--- src/hw/rtl/fab_pkg.sv ---
`default_nettype none

package fab_pkg;

  // Request kinds (in_tuser)
  localparam logic REQ_ALLOC = 1'b0;
  localparam logic REQ_FREE  = 1'b1;

  // Result status codes (out_tuser)
  localparam logic [1:0] ST_OK       = 2'd0;
  localparam logic [1:0] ST_ZERO     = 2'd1;
  localparam logic [1:0] ST_NOGRANT  = 2'd2;
  localparam logic [1:0] ST_NOTALLOC = 2'd3;

  // Register indexes (byte address / 4)
  localparam logic [1:0] REG_POOL_BASE   = 2'd0;
  localparam logic [1:0] REG_BLOCK_BYTES = 2'd1;
  localparam logic [1:0] REG_BLOCKS      = 2'd2;

  localparam logic [31:0] RST_POOL_BASE   = 32'd0;
  localparam logic [15:0] RST_BLOCK_BYTES = 16'd64;
  localparam logic [6:0]  RST_BLOCKS      = 7'd64;

  localparam int IN_W  = 48;
  localparam int OUT_W = 72;

  typedef struct packed {
    logic        req_type;
    logic [15:0] req_size;
    logic [31:0] release_address;
  } req_t;

  typedef struct packed {
    logic [1:0]  status;
    logic [31:0] granted_address;
    logic [5:0]  granted_index;
    logic [6:0]  free_count;
    logic [21:0] used_total;
  } res_t;

  typedef struct packed {
    logic clr;    // drop every used bit
    logic shift;  // rotate the ring by one cell
    logic flip;   // toggle the bit leaving the head cell
  } ring_ctl_t;

endpackage

`default_nettype wire

--- src/hw/rtl/fab_cell.sv ---
`default_nettype none

module fab_cell
  import fab_pkg::*;
(
  input  wire            clk,
  input  wire            rst_n,
  input  wire ring_ctl_t ctl,
  input  wire            d,
  output logic           q
);

  logic used_r;

  always_ff @(posedge clk) begin
    if (!rst_n) begin
      used_r <= 1'b0;
    end else if (ctl.clr) begin
      used_r <= 1'b0;
    end else if (ctl.shift) begin
      used_r <= d;
    end
  end

  assign q = used_r;

endmodule

`default_nettype wire

--- src/hw/rtl/fab_ring.sv ---
`default_nettype none

module fab_ring
  import fab_pkg::*;
#(
  parameter int MAX_BLOCKS = 64
) (
  input  wire            clk,
  input  wire            rst_n,
  input  wire ring_ctl_t ctl,
  output logic           head
);

  logic [MAX_BLOCKS-1:0] q;

  // Cell 0 is the head; bits move toward it and the head bit re-enters at the tail.
  for (genvar i = 0; i < MAX_BLOCKS; i++) begin : g_cell
    logic d;
    if (i == MAX_BLOCKS - 1) begin : g_tail
      assign d = q[0] ^ ctl.flip;
    end else begin : g_mid
      assign d = q[i+1];
    end
    fab_cell u_cell (
      .clk  (clk),
      .rst_n(rst_n),
      .ctl  (ctl),
      .d    (d),
      .q    (q[i])
    );
  end

  assign head = q[0];

endmodule

`default_nettype wire

--- src/hw/rtl/fab_ctrl.sv ---
`default_nettype none

module fab_ctrl
  import fab_pkg::*;
#(
  parameter int MAX_BLOCKS = 64
) (
  input  wire         clk,
  input  wire         rst_n,
  input  wire         in_valid,
  output logic        in_ready,
  input  wire  req_t  req,
  input  wire  [31:0] pool_base,
  input  wire  [15:0] block_bytes,
  input  wire  [6:0]  blocks_in_use,
  input  wire         pool_clr,
  input  wire         head,
  output ring_ctl_t   ring_ctl,
  output logic        out_valid,
  input  wire         out_ready,
  output res_t        res
);

  localparam int CW       = (MAX_BLOCKS > 1) ? $clog2(MAX_BLOCKS) : 1;
  localparam int KW       = (CW > 7) ? CW : 7;
  localparam int LIM      = (MAX_BLOCKS < 127) ? MAX_BLOCKS : 127;
  localparam int RST_FREE = (MAX_BLOCKS < 64) ? MAX_BLOCKS : 64;
  localparam logic [CW-1:0] LAST = CW'(MAX_BLOCKS - 1);

  typedef enum logic [1:0] {S_IDLE, S_SCAN, S_DONE} state_t;

  state_t      state_r;
  req_t        req_r;
  logic        armed_r;
  logic        zero_r;
  logic        found_r;
  logic [CW-1:0] idx_r;
  logic [31:0] cur_addr_r;
  logic [31:0] gaddr_r;
  logic [5:0]  gidx_r;
  logic [6:0]  free_cnt_r;
  logic [22:0] used_bytes_r;
  logic        out_valid_r;
  res_t        res_r;

  logic [6:0]  n_eff;
  logic        in_pool;
  logic        is_alloc;
  logic        head_ok;
  logic        hit;
  logic        accept;
  logic [1:0]  status_nxt;

  always_comb begin
    n_eff    = (blocks_in_use > 7'(LIM)) ? 7'(LIM) : blocks_in_use;
    in_pool  = KW'(idx_r) < KW'(n_eff);
    is_alloc = (req_r.req_type == REQ_ALLOC);
    head_ok  = is_alloc ? !head : (head && (cur_addr_r == req_r.release_address));
    hit      = (state_r == S_SCAN) && armed_r && !found_r && in_pool && head_ok;
    in_ready = (state_r == S_IDLE) && !pool_clr;
    accept   = in_valid && in_ready;
    ring_ctl.clr   = pool_clr;
    ring_ctl.shift = (state_r == S_SCAN);
    ring_ctl.flip  = hit;
    if (zero_r) begin
      status_nxt = ST_ZERO;
    end else if (found_r) begin
      status_nxt = ST_OK;
    end else if (is_alloc) begin
      status_nxt = ST_NOGRANT;
    end else begin
      status_nxt = ST_NOTALLOC;
    end
  end

  always_ff @(posedge clk) begin
    if (!rst_n) begin
      state_r      <= S_IDLE;
      out_valid_r  <= 1'b0;
      free_cnt_r   <= 7'(RST_FREE);
      used_bytes_r <= '0;
      found_r      <= 1'b0;
      armed_r      <= 1'b0;
      zero_r       <= 1'b0;
      idx_r        <= '0;
    end else begin
      if (out_valid_r && out_ready) begin
        out_valid_r <= 1'b0;
      end
      if (pool_clr) begin
        free_cnt_r   <= n_eff;
        used_bytes_r <= '0;
      end
      unique case (state_r)
        S_IDLE: begin
          if (accept) begin
            req_r      <= req;
            found_r    <= 1'b0;
            idx_r      <= '0;
            cur_addr_r <= pool_base;
            gaddr_r    <= '0;
            gidx_r     <= '0;
            if (req.req_type == REQ_ALLOC) begin
              zero_r  <= (req.req_size == '0);
              armed_r <= (req.req_size != '0) && (req.req_size <= block_bytes);
            end else begin
              zero_r  <= (req.release_address == '0);
              armed_r <= (req.release_address != '0);
            end
            state_r <= S_SCAN;
          end
        end
        S_SCAN: begin
          if (hit) begin
            found_r <= 1'b1;
            gidx_r  <= 6'(idx_r);
            if (is_alloc) begin
              gaddr_r      <= cur_addr_r;
              free_cnt_r   <= free_cnt_r - 7'd1;
              used_bytes_r <= used_bytes_r + 23'(block_bytes);
            end else begin
              free_cnt_r   <= free_cnt_r + 7'd1;
              used_bytes_r <= used_bytes_r - 23'(block_bytes);
            end
          end
          cur_addr_r <= cur_addr_r + 32'(block_bytes);
          if (idx_r == LAST) begin
            state_r <= S_DONE;
          end else begin
            idx_r <= idx_r + 1'b1;
          end
        end
        S_DONE: begin
          // hold here while the previous result is still unread
          if (!out_valid_r || out_ready) begin
            out_valid_r           <= 1'b1;
            res_r.status          <= status_nxt;
            res_r.granted_address <= gaddr_r;
            res_r.granted_index   <= gidx_r;
            res_r.free_count      <= free_cnt_r;
            res_r.used_total      <= used_bytes_r[21:0];
            state_r               <= S_IDLE;
          end
        end
        default: state_r <= S_IDLE;
      endcase
    end
  end

  assign out_valid = out_valid_r;
  assign res       = res_r;

endmodule

`default_nettype wire

--- src/hw/rtl/fixed_block_pool_allocator_unit.sv ---
// Fixed block pool allocator.
// Input stream: one request per item; in_tuser is the kind (0 allocate, 1 free),
// in_tdata carries the size and the address to release.
// Output stream: one result per request; out_tuser is the status, out_tdata
// the granted address, block index, free block count and used byte count.
// Configuration: APB registers pool_base (0x0), block_bytes (0x4) and
// blocks_in_use (0x8); any write empties the pool. Write only while idle.
// The used bits sit in a ring of MAX_BLOCKS cells that rotates by one cell per
// clock while a request is scanned, under a single address compare at the head,
// so a request needs one full turn; a new request is not taken until the result
// of the previous one has been written to the output register.
// The cycle after a configuration write no request is taken.
// Reset: every block free, registers at base 0, 64-byte blocks, 64 blocks.
// Stall: a finished result waits in the output register; the next request is
// still accepted and scanned, then held until the receiver takes the first.
`default_nettype none

module fixed_block_pool_allocator_unit
  import fab_pkg::*;
#(
  parameter int MAX_BLOCKS = 64
) (
  input  wire               clk,
  input  wire               rst_n,
  input  wire               in_tvalid,
  output logic              in_tready,
  input  wire  [IN_W-1:0]   in_tdata,   // req_size[15:0], release_address[47:16]
  input  wire               in_tuser,   // req_type[0]
  output logic              out_tvalid,
  input  wire               out_tready,
  output logic [OUT_W-1:0]  out_tdata,  // granted_address[31:0], granted_index[37:32],
                                        // free_count[44:38], used_total[66:45], zero pad
  output logic [1:0]        out_tuser,  // status[1:0]
  input  wire               cfg_psel,
  input  wire               cfg_penable,
  input  wire               cfg_pwrite,
  input  wire  [3:0]        cfg_paddr,
  input  wire  [31:0]       cfg_pwdata,
  output logic [31:0]       cfg_prdata,
  output logic              cfg_pready
);

  logic [31:0] pool_base_r;
  logic [15:0] block_bytes_r;
  logic [6:0]  blocks_r;
  logic        pool_clr_r;

  logic        cfg_wr;
  logic [1:0]  reg_idx;
  logic        head;
  ring_ctl_t   ring_ctl;
  req_t        req;
  res_t        res;

  assign cfg_pready = 1'b1;
  assign reg_idx    = cfg_paddr[3:2];
  assign cfg_wr     = cfg_psel && cfg_penable && cfg_pwrite && cfg_pready;

  always_ff @(posedge clk) begin
    if (!rst_n) begin
      pool_base_r   <= RST_POOL_BASE;
      block_bytes_r <= RST_BLOCK_BYTES;
      blocks_r      <= RST_BLOCKS;
      pool_clr_r    <= 1'b0;
    end else begin
      pool_clr_r <= 1'b0;
      if (cfg_wr) begin
        unique case (reg_idx)
          REG_POOL_BASE: begin
            pool_base_r <= cfg_pwdata;
            pool_clr_r  <= 1'b1;
          end
          REG_BLOCK_BYTES: begin
            block_bytes_r <= cfg_pwdata[15:0];
            pool_clr_r    <= 1'b1;
          end
          REG_BLOCKS: begin
            blocks_r   <= cfg_pwdata[6:0];
            pool_clr_r <= 1'b1;
          end
          default: ;
        endcase
      end
    end
  end

  always_comb begin
    unique case (reg_idx)
      REG_POOL_BASE:   cfg_prdata = pool_base_r;
      REG_BLOCK_BYTES: cfg_prdata = {16'd0, block_bytes_r};
      REG_BLOCKS:      cfg_prdata = {25'd0, blocks_r};
      default:         cfg_prdata = '0;
    endcase
  end

  assign req.req_type        = in_tuser;
  assign req.req_size        = in_tdata[15:0];
  assign req.release_address = in_tdata[47:16];

  fab_ring #(.MAX_BLOCKS(MAX_BLOCKS)) u_ring (
    .clk  (clk),
    .rst_n(rst_n),
    .ctl  (ring_ctl),
    .head (head)
  );

  fab_ctrl #(.MAX_BLOCKS(MAX_BLOCKS)) u_ctrl (
    .clk          (clk),
    .rst_n        (rst_n),
    .in_valid     (in_tvalid),
    .in_ready     (in_tready),
    .req          (req),
    .pool_base    (pool_base_r),
    .block_bytes  (block_bytes_r),
    .blocks_in_use(blocks_r),
    .pool_clr     (pool_clr_r),
    .head         (head),
    .ring_ctl     (ring_ctl),
    .out_valid    (out_tvalid),
    .out_ready    (out_tready),
    .res          (res)
  );

  assign out_tuser = res.status;
  assign out_tdata = {5'd0, res.used_total, res.free_count, res.granted_index,
                      res.granted_address};

endmodule

`default_nettype wire

--- config.mk ---
export PLATFORM = sky130hd
export DESIGN_NAME = fixed_block_pool_allocator_unit
export DESIGN_NICKNAME = d
export VERILOG_FILES = /design/src/hw/rtl/fab_pkg.sv /design/src/hw/rtl/fab_cell.sv /design/src/hw/rtl/fab_ring.sv /design/src/hw/rtl/fab_ctrl.sv /design/src/hw/rtl/fixed_block_pool_allocator_unit.sv
export SDC_FILE = /design/constraint.sdc
export NUM_CORES = 1
export LEC_CHECK = 0
export ABC_AREA = 1
export BUFFER_PORTS_ARGS = -buffer_cell sky130_fd_sc_hd__buf_2
export CAP_MARGIN = 0
export CORE_UTILIZATION = 44
export CTS_BUF_LIST = sky130_fd_sc_hd__clkbuf_4 sky130_fd_sc_hd__clkbuf_8
export DETAILED_ROUTE_END_ITERATION = 6
export GPL_ROUTABILITY_DRIVEN = 0
export PLACE_DENSITY = 0.7
export SYNTH_ARGS = -nofsm -noshare
export SYNTH_HDL_FRONTEND = slang
export SYNTH_HIERARCHICAL = 1
export SYNTH_SLANG_ARGS = --single-unit
export TNS_END_PERCENT = 10
--- constraint.sdc ---
create_clock -name clk -period 6.62 [get_ports clk]
set_input_delay 0.993 -clock clk [delete_from_list [all_inputs] [get_ports clk]]
set_output_delay 0.993 -clock clk [all_outputs]
set_load 0.02 [all_outputs]
==> results.ini <==
[run_status]
status=finished clean

[finish]
area_growth_pct=14.9
fin_util_pct=51.3
drive_above_1_share_pct=15.2
fin_cells=3075
fin_nets=2663
antenna_cells=0

[routing]
top_layer_used=met4
wl_um=46800
m1WireLength_um=21700
drc=0
num_vias=15400
wl_met2_um=19800
firstDrtPassIters=6
drt_iter0_drc=1298
wl_per_cell_um=15.2
wl_met3_um=3870
avgViaCountPerCell=5.01
ant_nets=0

[timing]
finalCritPeriodShare_pct=57.4
timing_max_transition_violations_final=0
fmax_mhz=263
slew_headroom_pct=21.0
setup_tns_ns=0
finalHoldViolations=0
post-route-min-period_ns=3.80
fin_skew_ns=0.0245
setup_viol_count_final=0
worst_pin_slew_ns=1.18
rsz0062_at_grt=false

[synthesis]
yosys-top-cells-count=nand2_1, inv_1, nor2_1
async_flop_share_pct=0
yosysTopAreaCell=edfxtp_1
syn_area_per_cell_um2=7.73
synth_edf_count=172
synth.top_cell.area_share_pct=29.0
synth.area.top_cells=edfxtp_1, dfxtp_1, nand2_1
postSynthCellCount=2302
yosys_warnings=6
yosysMostFrequentCell=nand2_1
synth.cell_area_um2=17800
ys_ff_latch=333
ys_types=48
seq_area_frac_synth_pct=47.1
synth_ff_type=edfxtp_1

[cts]
clk_pin_slew_ns=0.06
cts_tree=built
post_cts_buffers=0
h-tree-depth=2
clk_path_buf_depth=3
worstSkewPairLatency_ns=0.63
cts.sinks=333
ctsRootBufferMaster=clkbuf_8
cts_buffers=55
cts_resized=0
postCtsHoldBufs=0

[critical_path]
critPathKind=flip-flop to flip-flop
arrival_ns=4.03
critPathCapture=u_ctrl/gaddr_r[25]
reg2reg_from=blocks_r[0]
end_kind=flip-flop
r2r_slack_ns=2.82
start_kind=flip-flop
crit_required_ns=6.86
crit_fanout=32
reg2reg_depth=12
worstSetupStartpoint=blocks_r[0]
rr_endpoint=u_ctrl/gaddr_r[25]

[global_route]
grt_use_total_pct=22.4
grt_pass1_vias=14000
grt_pass1_wl_um=73200
grt_max_degree=97
overflow=0
antenna_found_initial=0

[floorplanning]
fp.dieW_um=203
die_area_um2=41200
core-area_um2=39800
rows=73
initial_core_util_pct=44.7
die_h_um=203
pin_count=201

[placement]
io_buffers=192
placedCellCount=2971
dpl.hpwl_um=34000

[hold_path]
hold_depth=0
hp-class=flip-flop to flip-flop

[power]
vdd.ir_drop.worst_uv=152
p_per_area_nw_per_um2=236
power_leakage_nw=8.90

[flow_run]
drv_cap=0

[through the flow]
stage	power [mW]	instance area, um2	setup slack, ns	hold WS (ns)
final	4.82	20400	2.82	0.414
after global routing	5.03	20400	2.51	0.413
after CTS	4.85	20400	2.86	0.402
after detailed placement	2.92	19200	2.78	0.405
after global placement	2.90	19200	2.80	0.403
after floorplan	2.75	17800	0.893	0.400
[report_power, final]
group          switching, mW  leakage [nW]  internal, mW
sequential            0.0525          2.90          2.26
clock                  0.852         0.624          1.08
combinational          0.396          5.37         0.173
total                   1.30          8.90          3.51
[cell usage in the layout, fill, tap and decap left out, drive strengths merged, types with 3 or more instances in the layout]
cell,n
nand4,43
dfxtp,161
a21o,3
a21oi,135
bufinv,3
nor2,308
inv,372
a22o,10
o211ai,5
nor3,22
clkinvlp,3
o21bai,7
a211oi,4
ha,65
nand2,644
fa,3
buf,205
conb,6
o21a,3
or2,4
o21ai,61
clkinv,20
edfxtp,172
xnor2,20
clkbuf,78
xor2,30
nor4,8
and2,3
nand3,138
a21boi,3
[critical path, cell delays in order, from the launching register on]
cell and delay, ns:
dfxtp_1 0.49, nor2_1 0.08, nand3_1 0.07, nand2_1 0.08
nand2_1 0.12, ha_1 0.25, a21oi_1 0.16, nand2_1 0.09
a21oi_2 0.91, nand3_1 0.22, nand2_1 0.11, nand2_1 0.09
nor2_4 0.71
[cells by family (layout without fill, tap and decap cells)]
kind of cell	Yosys count	after routing	synth area share [%]
buffers and inverters	437	681	9.68
AND/OR/NAND/NOR	1174	1174	26.9
adder cells (fa/ha/maj)	68	68	4.91
other	2	6	0.0422
AO/OA/AOI/OAI	238	238	8.82
flip-flops	333	333	47.1
XOR/XNOR	50	50	2.46
[per-layer routing]
layer | global-route usage [%] | vias to the layer above
met2 | 33.3 | 604
met1 | 32.1 | 6966
met5 | 0 | -
met4 | 7.92 | 0
li1 | - | 7737
met3 | 4.37 | 91
[sequential cells by signal, indices dropped and copies added, names as in the netlist]
name and count:
u_ctrl/state_r 2, blocks_r 7, u_ctrl/zero_r 1, pool_base_r 32, u_ring/g_cell.u_cell/q 64, pool_clr_r 1, u_ctrl/gaddr_r 32, u_ctrl/found_r 1
u_ctrl/cur_addr_r 32, u_ctrl/armed_r 1, u_ctrl/used_bytes_r 22, u_ctrl/idx_r 6, u_ctrl/gidx_r 6, u_ctrl/free_cnt_r 7, block_bytes_r 16, u_ctrl/res 69
u_ctrl/req_r 33, u_ctrl/out_valid 1
[how the worst min path moves through the flow]
stage,endpoint,from
floorplan,u_ctrl/res[29],u_ctrl/gidx_r[0]
global placement,u_ctrl/res[62],u_ctrl/gaddr_r[27]
detailed placement,u_ctrl/res[32],u_ctrl/gidx_r[3]
CTS,u_ctrl/res[34],u_ctrl/gidx_r[5]
global route,u_ctrl/res[37],u_ctrl/gaddr_r[2]
finish,u_ctrl/res[44],u_ctrl/gaddr_r[9]
[final cells by class]
type / instances / area [um2]
Fill cell: 3793 / 19400
Sequential cell: 333 / 8390
Multi-Input combinational cell: 1536 / 7740
Inverter: 372 / 1400
Timing Repair Buffer: 205 / 1060
Clock buffer: 78 / 980
Tap cell: 525 / 657
Clock inverter: 26 / 221
No activity file was read; power rests on OpenSTA's default activity.
